--- src/sbs_pkg.sv ---
// Shared types and codes for the sorted bookmark set.
package sbs_pkg;

    localparam int OP_W  = 4;
    localparam int CHG_W = 2;

    typedef enum logic [OP_W-1:0] {
        OP_TOGGLE     = 4'd0,
        OP_ADD        = 4'd1,
        OP_REMOVE     = 4'd2,
        OP_NEXT       = 4'd3,
        OP_PREV       = 4'd4,
        OP_TRIM       = 4'd5,
        OP_LIST       = 4'd6,
        OP_CLEAR      = 4'd7,
        OP_SET_EN     = 4'd8,
        OP_TOGGLE_EN  = 4'd9
    } opcode_t;

    localparam logic [CHG_W-1:0] CHG_NONE    = 2'd0;
    localparam logic [CHG_W-1:0] CHG_ADDED   = 2'd1;
    localparam logic [CHG_W-1:0] CHG_REMOVED = 2'd2;
    localparam logic [CHG_W-1:0] CHG_ENABLE  = 2'd3;

    typedef enum logic [1:0] {
        MODE_FIND,
        MODE_DEL_EQ,
        MODE_TRIM,
        MODE_LIST
    } mode_t;

    typedef enum logic [1:0] {
        SRC_ZERO,
        SRC_IDX,
        SRC_NEXT,
        SRC_PREV
    } src_t;

    typedef struct packed {
        logic             load_op;
        logic             asc_step;
        mode_t            mode;
        logic             desc_init;
        logic             desc_step;
        logic             cnt_commit;
        logic             cnt_inc;
        logic             cnt_clear;
        logic             en_set;
        logic             en_flip;
        logic             emit_rd;
        logic             out_ld;
        logic             out_from_rem;
        logic             success;
        logic [CHG_W-1:0] change;
        logic             full;
        src_t             src;
        logic             last;
    } cmd_t;

    typedef struct packed {
        logic asc_done;
        logic desc_done;
        logic hit;
        logic full;
        logic rem_none;
        logic emit_last;
        logic out_free;
        logic en_differs;
    } status_t;

endpackage

--- src/sorted_bookmark_set.sv ---
// Top level of the sorted bookmark set: controller, datapath and stream ports.
//
// One operation word is taken at a time; s_tready is high only while the block is idle.
// Every operation except clear, set-enable and toggle-enable scans the point table once at
// one entry per cycle through the table memory's single read port, an insert adds a
// downward shift pass, and each result word of list or trim is read back through the
// removal buffer memory in a read state and a load state. Loading a result waits for
// m_tready while the output register still holds an unaccepted word. A finished word
// waits in the output register while the next operation is accepted. No clearing pass is
// needed after reset.
module sorted_bookmark_set #(
    parameter int  MAX_POINTS  = 64,
    parameter int  INDEX_WIDTH = 16,
    localparam int CW          = $clog2(MAX_POINTS + 1),
    localparam int IN_W        = ((2 * INDEX_WIDTH + 1 + 7) / 8) * 8,
    localparam int OUT_W       = ((5 + INDEX_WIDTH + CW + 7) / 8) * 8
) (
    input  logic                     clk,
    input  logic                     rst_n,
    input  logic                     s_tvalid,
    output logic                     s_tready,
    input  logic [IN_W-1:0]          s_tdata,   // index, end_index, enable_value
    input  logic [sbs_pkg::OP_W-1:0] s_tuser,   // opcode
    output logic                     m_tvalid,
    input  logic                     m_tready,
    output logic [OUT_W-1:0]         m_tdata,   // success, index_out, change, enabled, full_res, count
    output logic                     m_tlast
);

    sbs_pkg::cmd_t    cmd;
    sbs_pkg::status_t status;

    sbs_ctrl u_ctrl (
        .clk      (clk),
        .rst_n    (rst_n),
        .s_tvalid (s_tvalid),
        .s_tready (s_tready),
        .s_tuser  (s_tuser),
        .status   (status),
        .cmd      (cmd)
    );

    sbs_datapath #(
        .MAX_POINTS  (MAX_POINTS),
        .INDEX_WIDTH (INDEX_WIDTH),
        .IN_W        (IN_W),
        .OUT_W       (OUT_W)
    ) u_datapath (
        .clk      (clk),
        .rst_n    (rst_n),
        .s_tdata  (s_tdata),
        .cmd      (cmd),
        .status   (status),
        .m_tvalid (m_tvalid),
        .m_tready (m_tready),
        .m_tdata  (m_tdata),
        .m_tlast  (m_tlast)
    );

endmodule

--- src/sbs_ram.sv ---
// Generic single-write, single-read RAM with registered read data.
module sbs_ram #(
    parameter int WIDTH = 16,
    parameter int DEPTH = 64
) (
    input  logic                     clk,
    input  logic                     we,
    input  logic [$clog2(DEPTH)-1:0] waddr,
    input  logic [WIDTH-1:0]         wdata,
    input  logic                     re,
    input  logic [$clog2(DEPTH)-1:0] raddr,
    output logic [WIDTH-1:0]         rdata
);

    logic [WIDTH-1:0] mem [DEPTH];
    logic [WIDTH-1:0] rdata_reg;

    always_ff @(posedge clk)
    begin
        if (we)
        begin
            mem[waddr] <= wdata;
        end
        if (re)
        begin
            rdata_reg <= mem[raddr];
        end
    end

    assign rdata = rdata_reg;

endmodule

--- src/sbs_ctrl.sv ---
// Controller state machine for the sorted bookmark set.
module sbs_ctrl (
    input  logic                    clk,
    input  logic                    rst_n,
    input  logic                    s_tvalid,
    output logic                    s_tready,
    input  logic [sbs_pkg::OP_W-1:0] s_tuser,
    input  sbs_pkg::status_t        status,
    output sbs_pkg::cmd_t           cmd
);

    typedef enum logic [2:0] {
        S_IDLE,
        S_ASC,
        S_DESC,
        S_APPLY,
        S_RESP,
        S_EM_RD,
        S_EM_LD
    } state_t;

    state_t                        state_reg, state_next;
    logic [sbs_pkg::OP_W-1:0]      op_reg, op_next;
    logic                          rsp_success_reg, rsp_success_next;
    logic [sbs_pkg::CHG_W-1:0]     rsp_change_reg, rsp_change_next;
    logic                          rsp_full_reg, rsp_full_next;
    sbs_pkg::src_t                 rsp_src_reg, rsp_src_next;

    always_ff @(posedge clk or negedge rst_n)
    begin
        if (!rst_n)
        begin
            state_reg       <= S_IDLE;
            op_reg          <= '0;
            rsp_success_reg <= 1'b0;
            rsp_change_reg  <= sbs_pkg::CHG_NONE;
            rsp_full_reg    <= 1'b0;
            rsp_src_reg     <= sbs_pkg::SRC_ZERO;
        end
        else
        begin
            state_reg       <= state_next;
            op_reg          <= op_next;
            rsp_success_reg <= rsp_success_next;
            rsp_change_reg  <= rsp_change_next;
            rsp_full_reg    <= rsp_full_next;
            rsp_src_reg     <= rsp_src_next;
        end
    end

    assign s_tready = (state_reg == S_IDLE);

    always_comb
    begin
        state_next       = state_reg;
        op_next          = op_reg;
        rsp_success_next = rsp_success_reg;
        rsp_change_next  = rsp_change_reg;
        rsp_full_next    = rsp_full_reg;
        rsp_src_next     = rsp_src_reg;
        cmd              = '0;
        cmd.mode         = sbs_pkg::MODE_FIND;
        cmd.src          = sbs_pkg::SRC_ZERO;
        cmd.change       = sbs_pkg::CHG_NONE;

        case (op_reg)
            sbs_pkg::OP_TOGGLE, sbs_pkg::OP_REMOVE: cmd.mode = sbs_pkg::MODE_DEL_EQ;
            sbs_pkg::OP_TRIM:                       cmd.mode = sbs_pkg::MODE_TRIM;
            sbs_pkg::OP_LIST:                       cmd.mode = sbs_pkg::MODE_LIST;
            default:                                cmd.mode = sbs_pkg::MODE_FIND;
        endcase

        unique case (state_reg)
            S_IDLE:
            begin
                if (s_tvalid)
                begin
                    cmd.load_op = 1'b1;
                    op_next     = s_tuser;
                    case (s_tuser)
                        sbs_pkg::OP_TOGGLE, sbs_pkg::OP_ADD, sbs_pkg::OP_REMOVE,
                        sbs_pkg::OP_NEXT, sbs_pkg::OP_PREV, sbs_pkg::OP_TRIM,
                        sbs_pkg::OP_LIST: state_next = S_ASC;
                        default:          state_next = S_APPLY;
                    endcase
                end
            end
            S_ASC:
            begin
                cmd.asc_step = 1'b1;
                if (status.asc_done)
                begin
                    rsp_success_next = 1'b0;
                    rsp_change_next  = sbs_pkg::CHG_NONE;
                    rsp_full_next    = 1'b0;
                    rsp_src_next     = sbs_pkg::SRC_IDX;
                    state_next       = S_RESP;
                    case (op_reg)
                        sbs_pkg::OP_TOGGLE, sbs_pkg::OP_ADD:
                        begin
                            cmd.cnt_commit = (op_reg == sbs_pkg::OP_TOGGLE);
                            if (status.hit)
                            begin
                                if (op_reg == sbs_pkg::OP_TOGGLE)
                                begin
                                    rsp_change_next = sbs_pkg::CHG_REMOVED;
                                end
                            end
                            else if (status.full)
                            begin
                                rsp_full_next = 1'b1;
                            end
                            else
                            begin
                                rsp_success_next = 1'b1;
                                rsp_change_next  = sbs_pkg::CHG_ADDED;
                                cmd.desc_init    = 1'b1;
                                state_next       = S_DESC;
                            end
                        end
                        sbs_pkg::OP_REMOVE:
                        begin
                            cmd.cnt_commit = 1'b1;
                            if (status.hit)
                            begin
                                rsp_success_next = 1'b1;
                                rsp_change_next  = sbs_pkg::CHG_REMOVED;
                            end
                        end
                        sbs_pkg::OP_NEXT: rsp_src_next = sbs_pkg::SRC_NEXT;
                        sbs_pkg::OP_PREV: rsp_src_next = sbs_pkg::SRC_PREV;
                        default:
                        begin
                            cmd.cnt_commit = (op_reg == sbs_pkg::OP_TRIM);
                            rsp_src_next   = sbs_pkg::SRC_ZERO;
                            if (!status.rem_none)
                            begin
                                state_next = S_EM_RD;
                            end
                        end
                    endcase
                end
            end
            S_DESC:
            begin
                cmd.desc_step = 1'b1;
                if (status.desc_done)
                begin
                    cmd.cnt_inc = 1'b1;
                    state_next  = S_RESP;
                end
            end
            S_APPLY:
            begin
                rsp_success_next = 1'b0;
                rsp_change_next  = sbs_pkg::CHG_NONE;
                rsp_full_next    = 1'b0;
                rsp_src_next     = sbs_pkg::SRC_ZERO;
                state_next       = S_RESP;
                case (op_reg)
                    sbs_pkg::OP_CLEAR: cmd.cnt_clear = 1'b1;
                    sbs_pkg::OP_SET_EN:
                    begin
                        if (status.en_differs)
                        begin
                            cmd.en_set      = 1'b1;
                            rsp_change_next = sbs_pkg::CHG_ENABLE;
                        end
                    end
                    sbs_pkg::OP_TOGGLE_EN:
                    begin
                        cmd.en_flip     = 1'b1;
                        rsp_change_next = sbs_pkg::CHG_ENABLE;
                    end
                    default: rsp_src_next = sbs_pkg::SRC_ZERO;
                endcase
            end
            S_RESP:
            begin
                cmd.success = rsp_success_reg;
                cmd.change  = rsp_change_reg;
                cmd.full    = rsp_full_reg;
                cmd.src     = rsp_src_reg;
                cmd.last    = 1'b1;
                if (status.out_free)
                begin
                    cmd.out_ld = 1'b1;
                    state_next = S_IDLE;
                end
            end
            S_EM_RD:
            begin
                cmd.emit_rd = 1'b1;
                state_next  = S_EM_LD;
            end
            S_EM_LD:
            begin
                cmd.out_from_rem = 1'b1;
                cmd.change       = (op_reg == sbs_pkg::OP_TRIM) ? sbs_pkg::CHG_REMOVED
                                                                : sbs_pkg::CHG_NONE;
                cmd.last         = status.emit_last;
                if (status.out_free)
                begin
                    cmd.out_ld = 1'b1;
                    state_next = status.emit_last ? S_IDLE : S_EM_RD;
                end
            end
            default: state_next = S_IDLE;
        endcase
    end

endmodule

--- src/sbs_datapath.sv ---
// Datapath: point table, removal buffer, scan and shift counters, output register.
module sbs_datapath #(
    parameter int MAX_POINTS  = 64,
    parameter int INDEX_WIDTH = 16,
    parameter int IN_W        = 40,
    parameter int OUT_W       = 32
) (
    input  logic              clk,
    input  logic              rst_n,
    input  logic [IN_W-1:0]   s_tdata,
    input  sbs_pkg::cmd_t     cmd,
    output sbs_pkg::status_t  status,
    output logic              m_tvalid,
    input  logic              m_tready,
    output logic [OUT_W-1:0]  m_tdata,
    output logic              m_tlast
);

    localparam int AW      = $clog2(MAX_POINTS);
    localparam int CW      = $clog2(MAX_POINTS + 1);
    localparam int IW      = INDEX_WIDTH;

    logic [IW-1:0]  idx_reg, end_reg, idx_next, end_next;
    logic           ev_reg, ev_next;
    logic [CW-1:0]  count_reg, count_next;
    logic           en_reg, en_next;
    logic [CW-1:0]  a_reg, a_next, w_reg, w_next, r_reg, r_next, e_reg, e_next;
    logic [AW-1:0]  dpos_reg, dpos_next;
    logic           rv_reg, rv_next, stop_reg, stop_next;
    logic           hit_reg, hit_next, seen_reg, seen_next;
    logic           nfound_reg, nfound_next, pfound_reg, pfound_next;
    logic [IW-1:0]  first_reg, first_next, lastd_reg, lastd_next;
    logic [IW-1:0]  nans_reg, nans_next, pans_reg, pans_next;

    logic           mv_reg, mv_next;
    logic           o_success_reg, o_success_next, o_full_reg, o_full_next;
    logic           o_en_reg, o_en_next, o_last_reg, o_last_next;
    logic [IW-1:0]  o_idx_reg, o_idx_next;
    logic [1:0]     o_change_reg, o_change_next;
    logic [CW-1:0]  o_count_reg, o_count_next;

    logic           tbl_we, tbl_re, rem_we;
    logic [AW-1:0]  tbl_waddr, tbl_raddr, rem_waddr;
    logic [IW-1:0]  tbl_wdata, tbl_rdata, rem_rdata, d, sel_idx;
    logic [CW-1:0]  a_m1;
    logic           eq, outside, del;

    sbs_ram #(.WIDTH(IW), .DEPTH(MAX_POINTS)) u_table (
        .clk   (clk),
        .we    (tbl_we),
        .waddr (tbl_waddr),
        .wdata (tbl_wdata),
        .re    (tbl_re),
        .raddr (tbl_raddr),
        .rdata (tbl_rdata)
    );

    sbs_ram #(.WIDTH(IW), .DEPTH(MAX_POINTS)) u_removed (
        .clk   (clk),
        .we    (rem_we),
        .waddr (rem_waddr),
        .wdata (d),
        .re    (cmd.emit_rd),
        .raddr (e_reg[AW-1:0]),
        .rdata (rem_rdata)
    );

    assign d       = tbl_rdata;
    assign a_m1    = a_reg - 1'b1;
    assign eq      = (d == idx_reg);
    assign outside = (idx_reg < end_reg) ? ((d < idx_reg) || (d > end_reg))
                                         : ((d < idx_reg) && (d > end_reg));
    assign del     = ((cmd.mode == sbs_pkg::MODE_DEL_EQ) && eq)
                   || ((cmd.mode == sbs_pkg::MODE_TRIM) && outside);

    always_comb
    begin
        case (cmd.src)
            sbs_pkg::SRC_IDX:  sel_idx = idx_reg;
            sbs_pkg::SRC_NEXT: sel_idx = (count_reg == '0) ? idx_reg
                                         : (nfound_reg ? nans_reg : first_reg);
            sbs_pkg::SRC_PREV: sel_idx = (count_reg == '0) ? idx_reg
                                         : (pfound_reg ? pans_reg : lastd_reg);
            default:           sel_idx = '0;
        endcase
    end

    assign status.asc_done   = !rv_reg && (a_reg == count_reg);
    assign status.desc_done  = stop_reg;
    assign status.hit        = hit_reg;
    assign status.full       = (count_reg == CW'(MAX_POINTS));
    assign status.rem_none   = (r_reg == '0);
    assign status.emit_last  = ((e_reg + 1'b1) == r_reg);
    assign status.out_free   = !mv_reg || m_tready;
    assign status.en_differs = (ev_reg != en_reg);

    always_comb
    begin
        idx_next    = idx_reg;
        end_next    = end_reg;
        ev_next     = ev_reg;
        count_next  = count_reg;
        en_next     = en_reg;
        a_next      = a_reg;
        w_next      = w_reg;
        r_next      = r_reg;
        e_next      = e_reg;
        dpos_next   = dpos_reg;
        rv_next     = 1'b0;
        stop_next   = stop_reg;
        hit_next    = hit_reg;
        seen_next   = seen_reg;
        nfound_next = nfound_reg;
        pfound_next = pfound_reg;
        first_next  = first_reg;
        lastd_next  = lastd_reg;
        nans_next   = nans_reg;
        pans_next   = pans_reg;
        tbl_we      = 1'b0;
        tbl_waddr   = '0;
        tbl_wdata   = '0;
        tbl_re      = 1'b0;
        tbl_raddr   = '0;
        rem_we      = 1'b0;
        rem_waddr   = r_reg[AW-1:0];

        mv_next        = mv_reg && !m_tready;
        o_success_next = o_success_reg;
        o_idx_next     = o_idx_reg;
        o_change_next  = o_change_reg;
        o_en_next      = o_en_reg;
        o_full_next    = o_full_reg;
        o_count_next   = o_count_reg;
        o_last_next    = o_last_reg;

        if (cmd.load_op)
        begin
            idx_next    = s_tdata[IW-1:0];
            end_next    = s_tdata[2*IW-1:IW];
            ev_next     = s_tdata[2*IW];
            a_next      = '0;
            w_next      = '0;
            r_next      = '0;
            e_next      = '0;
            stop_next   = 1'b0;
            hit_next    = 1'b0;
            seen_next   = 1'b0;
            nfound_next = 1'b0;
            pfound_next = 1'b0;
        end

        if (cmd.desc_init)
        begin
            a_next    = count_reg;
            stop_next = 1'b0;
        end

        if (cmd.asc_step)
        begin
            if (a_reg < count_reg)
            begin
                tbl_re    = 1'b1;
                tbl_raddr = a_reg[AW-1:0];
                a_next    = a_reg + 1'b1;
                rv_next   = 1'b1;
            end
            if (rv_reg)
            begin
                hit_next   = hit_reg || eq;
                lastd_next = d;
                if (!seen_reg)
                begin
                    seen_next  = 1'b1;
                    first_next = d;
                end
                if (!nfound_reg && (d > idx_reg))
                begin
                    nfound_next = 1'b1;
                    nans_next   = d;
                end
                if (d < idx_reg)
                begin
                    pfound_next = 1'b1;
                    pans_next   = d;
                end
                if (((cmd.mode == sbs_pkg::MODE_DEL_EQ) || (cmd.mode == sbs_pkg::MODE_TRIM))
                    && !del)
                begin
                    tbl_we    = 1'b1;
                    tbl_waddr = w_reg[AW-1:0];
                    tbl_wdata = d;
                    w_next    = w_reg + 1'b1;
                end
                if (del || (cmd.mode == sbs_pkg::MODE_LIST))
                begin
                    rem_we = (cmd.mode == sbs_pkg::MODE_TRIM) || (cmd.mode == sbs_pkg::MODE_LIST);
                    if (rem_we)
                    begin
                        r_next = r_reg + 1'b1;
                    end
                end
            end
        end

        if (cmd.desc_step)
        begin
            if (!stop_reg && (a_reg != '0))
            begin
                tbl_re    = 1'b1;
                tbl_raddr = a_m1[AW-1:0];
                a_next    = a_m1;
                dpos_next = a_m1[AW-1:0];
                rv_next   = 1'b1;
            end
            if (rv_reg && !stop_reg)
            begin
                tbl_we    = 1'b1;
                tbl_waddr = dpos_reg + 1'b1;
                tbl_wdata = (d > idx_reg) ? d : idx_reg;
                stop_next = !(d > idx_reg);
            end
            else if (!stop_reg && (a_reg == '0) && !rv_reg)
            begin
                tbl_we    = 1'b1;
                tbl_waddr = '0;
                tbl_wdata = idx_reg;
                stop_next = 1'b1;
            end
        end

        if (cmd.cnt_commit)
        begin
            count_next = w_reg;
        end
        else if (cmd.cnt_inc)
        begin
            count_next = count_reg + 1'b1;
        end
        else if (cmd.cnt_clear)
        begin
            count_next = '0;
        end

        if (cmd.en_set)
        begin
            en_next = ev_reg;
        end
        else if (cmd.en_flip)
        begin
            en_next = ~en_reg;
        end

        if (cmd.out_ld)
        begin
            mv_next        = 1'b1;
            o_success_next = cmd.success;
            o_idx_next     = cmd.out_from_rem ? rem_rdata : sel_idx;
            o_change_next  = cmd.change;
            o_en_next      = en_reg;
            o_full_next    = cmd.full;
            o_count_next   = count_reg;
            o_last_next    = cmd.last;
            if (cmd.out_from_rem)
            begin
                e_next = e_reg + 1'b1;
            end
        end
    end

    always_ff @(posedge clk or negedge rst_n)
    begin
        if (!rst_n)
        begin
            count_reg <= '0;
            en_reg    <= 1'b0;
            a_reg     <= '0;
            w_reg     <= '0;
            r_reg     <= '0;
            e_reg     <= '0;
            rv_reg    <= 1'b0;
            stop_reg  <= 1'b0;
            hit_reg   <= 1'b0;
            seen_reg  <= 1'b0;
            nfound_reg <= 1'b0;
            pfound_reg <= 1'b0;
            mv_reg    <= 1'b0;
        end
        else
        begin
            count_reg <= count_next;
            en_reg    <= en_next;
            a_reg     <= a_next;
            w_reg     <= w_next;
            r_reg     <= r_next;
            e_reg     <= e_next;
            rv_reg    <= rv_next;
            stop_reg  <= stop_next;
            hit_reg   <= hit_next;
            seen_reg  <= seen_next;
            nfound_reg <= nfound_next;
            pfound_reg <= pfound_next;
            mv_reg    <= mv_next;
        end
    end

    always_ff @(posedge clk)
    begin
        idx_reg       <= idx_next;
        end_reg       <= end_next;
        ev_reg        <= ev_next;
        dpos_reg      <= dpos_next;
        first_reg     <= first_next;
        lastd_reg     <= lastd_next;
        nans_reg      <= nans_next;
        pans_reg      <= pans_next;
        o_success_reg <= o_success_next;
        o_idx_reg     <= o_idx_next;
        o_change_reg  <= o_change_next;
        o_en_reg      <= o_en_next;
        o_full_reg    <= o_full_next;
        o_count_reg   <= o_count_next;
        o_last_reg    <= o_last_next;
    end

    assign m_tvalid = mv_reg;
    assign m_tlast  = o_last_reg;
    assign m_tdata  = OUT_W'({o_count_reg, o_full_reg, o_en_reg, o_change_reg,
                              o_idx_reg, o_success_reg});

`ifndef SYNTH
    a_count_bound: assert property (@(posedge clk) disable iff (!rst_n)
        count_reg <= CW'(MAX_POINTS))
        else $error("point count above capacity");

    a_compact_behind: assert property (@(posedge clk) disable iff (!rst_n)
        (cmd.asc_step && tbl_we) |-> (w_reg < a_reg))
        else $error("compaction write overtook scan");

    a_insert_room: assert property (@(posedge clk) disable iff (!rst_n)
        (cmd.desc_step && tbl_we) |-> (count_reg < CW'(MAX_POINTS)))
        else $error("insert shift into full table");

    a_emit_range: assert property (@(posedge clk) disable iff (!rst_n)
        (cmd.out_ld && cmd.out_from_rem) |-> (e_reg < r_reg))
        else $error("emit beyond buffered words");
`endif

endmodule
--- config.mk ---
export PLATFORM = sky130hd
export DESIGN_NAME = sorted_bookmark_set
export DESIGN_NICKNAME = d
export VERILOG_FILES = /design/src/sbs_pkg.sv /design/src/sorted_bookmark_set.sv /design/src/sbs_ram.sv /design/src/sbs_ctrl.sv /design/src/sbs_datapath.sv
export SDC_FILE = /design/constraint.sdc
export NUM_CORES = 2
export LEC_CHECK = 0
export ABC_AREA = 1
export ABC_CLOCK_PERIOD_IN_PS = 7300
export BUFFER_PORTS_ARGS = -buffer_cell sky130_fd_sc_hd__buf_4
export CAP_MARGIN = 30
export CELL_PAD_IN_SITES_DETAIL_PLACEMENT = 0
export CELL_PAD_IN_SITES_GLOBAL_PLACEMENT = 1
export CORE_ASPECT_RATIO = 1.1
export CORE_MARGIN = 10
export CORE_UTILIZATION = 50
export DETAILED_ROUTE_END_ITERATION = 12
export PLACE_DENSITY_LB_ADDON = 0.1
export SYNTH_ARGS = -nofsm -noshare
export SYNTH_HDL_FRONTEND = slang
export SYNTH_SLANG_ARGS = --single-unit
--- constraint.sdc ---
create_clock -name clk -period 7.3 [get_ports clk]
set_clock_uncertainty 0.05 [all_clocks]
set_input_delay 1.46 -clock clk [delete_from_list [all_inputs] [get_ports clk]]
set_output_delay 1.46 -clock clk [all_outputs]
set_load 0.02 [all_outputs]
==> summary.md <==
| Metric | Value |
|---|---|
| Clock group share of total power | 0.298 |
| Max Transition Viols Final | 0 |
| Crit-path most repeated cell | nand3_1 |
| Setup bufs post-CTS | 0 |
| Mean Syn Cell Area | around 12 µm² |
| Crit Path Max Fanout | approximately 110 |
| R2R depth | 17 |
| Via-to-Cell Ratio | 5.76 |
| Max-Cap Viols | 0 |
| Status | finished clean |
| Path category of the worst min-delay check | reg2reg |
| CTS tree | done |
| Post-CTS Resized | 0 |
| Biggest regs | u_datapath.u_removed.mem: 1024 flops, u_datapath.u_table.mem: 1024 flops |
| Register area share after synthesis | 0.724 |
| Drt first pass iters | 5 |
| ANT nets after route | 0 |
| Share of the synthesized area in the top cell type | 0.709 |
| Worst path slowest cell | clkinv_8 |
| CP Launch Type | flop |
| Layout area overhead | 11.8% |
| Switch share | 0.343 |
| Actual slew at the worst max-slew pin | between 1000 and 1500 ps |
| Largest cells by area after synthesis | edfxtp_1 (71%), nand2_1 (3.8%), o21ai_0 (3.8%) |
| Ys Warns | 0 |
| RSZ-0062 raised after global routing | no |
| CTS buffer count | around 230 |
| Met2 routed WL | approximately 130000 µm |
| CP endpoint kind | flop |
| Fin crit period | around 5100 ps |
| H-tree depth | 4 |
| Worst skew pair latency | about 870 ps |
| Share of power burned in registers | 0.425 |
| CTS Buffer Depth | 3 |
| Initial antenna violation count | 2 |
| F_max | a little under 0.2 GHz |
| Largest stage delay, worst path | 460 ps |
| Die area | approximately 210000 µm² |
| Clock root buffer | clkbuf_16 |
| GRT Residual Overflow | 0 |
| Routability cong. | about 0.86 |
| Row cnt | about 170 |
| VDD IR max | around 0.38 mV |
| Crit path DAT | about 5600 ps |
| Post-Syn Area | around 94000 µm² |
| DP HPWL | ~150000 µm |
| Post-synth cell types | 50 |
| Tcrit/Tclk final | 0.699 |
| PD cells | 364 nW/µm² |
| Met3 Wirelength | 14100 µm |
| Setup TNS | 0 ps |
| Synth Register Bits | about 2300 |
| Area leader, netlist | edfxtp_1 |
| Combinational Power Share | 0.277 |
| Worst Hold Slack | 444 ps |
| Vias post-DR | approximately 59000 |
| Hold buffers post-CTS | 0 |
| Total I/O pin count | 83 |
| Total power | between 0.03 and 0.04 W |
| Reg-to-reg critical path startpoint | u_datapath.count_reg[6] |
| Ys async rst share | 0.0247 |
| Largest net degree at the start of global routing | between 100 and 150 |
| Final Non-Filler Cells | 10232 |
| Die height | roughly 470 µm |
| Crit path cell chain | inv_1, ha_1, a21oi_1, nand2_2, nor2_4, and2_4, nand2_2, nand2_8, clkinv_8, buf_12, buf_4, o211ai_1, nand3_1, nand3_1, nand3_1, nand3_1, nand2_1 |
| Post-synth top flop | edfxtp_1 |
| EDFF count, synth | 2212 |
| Leak | 36.1 nW |
| Die X | between 400 and 500 µm |
| Placed inst area | about 100000 µm² |
| I/O Buffers | between 70 and 80 |
| Final WL | 257000 µm |
| Setup violators final | 0 |
| Setup crit end | u_datapath.u_table.rdata[11] |
| Vias in the first global route | 55988 |
| First-pass GRT wire length | around 380000 µm |
| Layout cells sized above 1 | 0.0912 |
| Core area | approximately 190000 µm² |
| Top Layer Used | met4 |
| RR Endpoint | u_datapath.u_table.rdata[11] |
| Worst Setup SP | u_datapath.count_reg[6] |
| Post-route design area | 105000 µm² |
| Routed WL per cell | roughly 25 µm |
| WP data required | 7810 ps |
| Reg2Reg Setup Slack | roughly 2200 ps |
| Final Hold Fails | 0 |
| M1 WL | ~100000 µm |
| Total track usage | 0.245 |
| Hold_sp | u_datapath.seen_reg |
| Sw Pwr | 0.0131 W |
| Syn Inst Count | roughly 7500 |
| Int Pwr | between 0.02 and 0.03 W |
| Dpl cells | 9807 |
| Initial core utilization | 0.503 |
| DRC | 0 |
| # nets final | roughly 7700 |
| Setup CP Type | reg2reg |
| CTS sink cnt | around 2300 |
| Slew headroom | 0.222 |
| Initial DRC count | roughly 5900 |
| Clock-pin slew on the worst setup and hold paths | 60 ps |
-- how the worst min path moves through the flow --
stage	to	cells after the start
floorplan	u_datapath.seen_reg	1
finish	u_datapath.seen_reg	1
detailed placement	u_datapath.seen_reg	1
global route	u_datapath.seen_reg	1
global placement	u_datapath.seen_reg	1
CTS	u_datapath.seen_reg	1
-- synthesized netlist by cell type, drive strengths merged, types with 3 or more instances --
cell	count
o211ai	447
o311ai	5
o21bai	7
buf	220
o32ai	10
o31ai	3
edfxtp	2212
inv	574
and2	3
clkinv	4
nand2	956
o21a	3
dfrtp	56
nor2	858
nand3	649
a21oi	42
ha	67
o21ai	711
nand4	15
mux2i	32
o221ai	46
a31oi	4
xor2	22
clkbuf	257
o22ai	294
nor3	16
-- power by group through the flow --
| stage | clock network, W | logic [W] | registers [W] |
|---|---|---|---|
| after floorplan | 0 | 0.00620 | 0.0168 |
| after detailed placement | 0 | 0.0105 | 0.0165 |
| final | 0.0114 | 0.0105 | 0.0162 |
| after global routing | 0.0120 | 0.0115 | 0.0162 |
| after global placement | 0 | 0.0104 | 0.0165 |
| after CTS | 0.0116 | 0.0106 | 0.0162 |
-- layout by cell type (no fill, tap or decap), types with 42 or more instances in the layout --
cell	Yosys	layout
edfxtp_1	2212	2212
nand2_1	949	948
nor2_1	849	841
o21ai_0	710	693
nand3_1	646	646
inv_1	561	556
o211ai_1	447	447
buf_4	42	297
o22ai_1	294	294
clkbuf_16	0	229
clkinv_1	4	69
ha_1	67	67
dfrtp_1	56	52
o221ai_1	46	46
clkinv_2	0	45
a21oi_1	42	42
-- critical path, delay by kind of cell, from the launching register on --
family | cells | cell delay [ps]
adder cells (fa/ha/maj) | 1 | 280
AND/OR/NAND/NOR | 10 | 1860
AO/OA/AOI/OAI | 2 | 280
buffers and inverters | 4 | 1430
flip-flops | 1 | 410
-- per-stage QoR --
| stage | setup WS [ps] | utilization |
|---|---|---|
| floorplan | 1530 | - |
| global placement | 2430 | 0.523 |
| detailed placement | 2450 | 0.523 |
| CTS | 2430 | 0.562 |
| global route | 1910 | 0.563 |
| finish | 2200 | 0.563 |
-- metal layers --
| layer | global-route usage | up-vias |
|---|---|---|
| li1 | - | 27520 |
| met1 | 0.318 | 29199 |
| met2 | 0.419 | 1807 |
| met3 | 0.0322 | 444 |
| met4 | 0.0940 | 0 |
| met5 | 0 | - |
-- cell families after synthesis --
family | after synthesis | synth area share
simple gates | 2499 | 0.111
flops | 2268 | 0.724
compound gates | 1579 | 0.103
buf+inv | 1055 | 0.0471
fa+ha+maj | 67 | 0.00895
mux | 32 | 0.00342
xor+xnor | 24 | 0.00224
other cells | 1 | 0.0000400
-- layout make-up --
class | instances | area, µm²
fillers | 15248 | 81400
flip-flops and latches | 2268 | 67800
multi-input cells | 4205 | 21700
clock buffers | 271 | 5910
well taps | 2436 | 3050
repair buffers | 324 | 2720
inverters | 578 | 2200
clock inverters | 148 | 1300
diodes | 2 | 5.00
No activity file was read; power rests on OpenSTA's default activity.
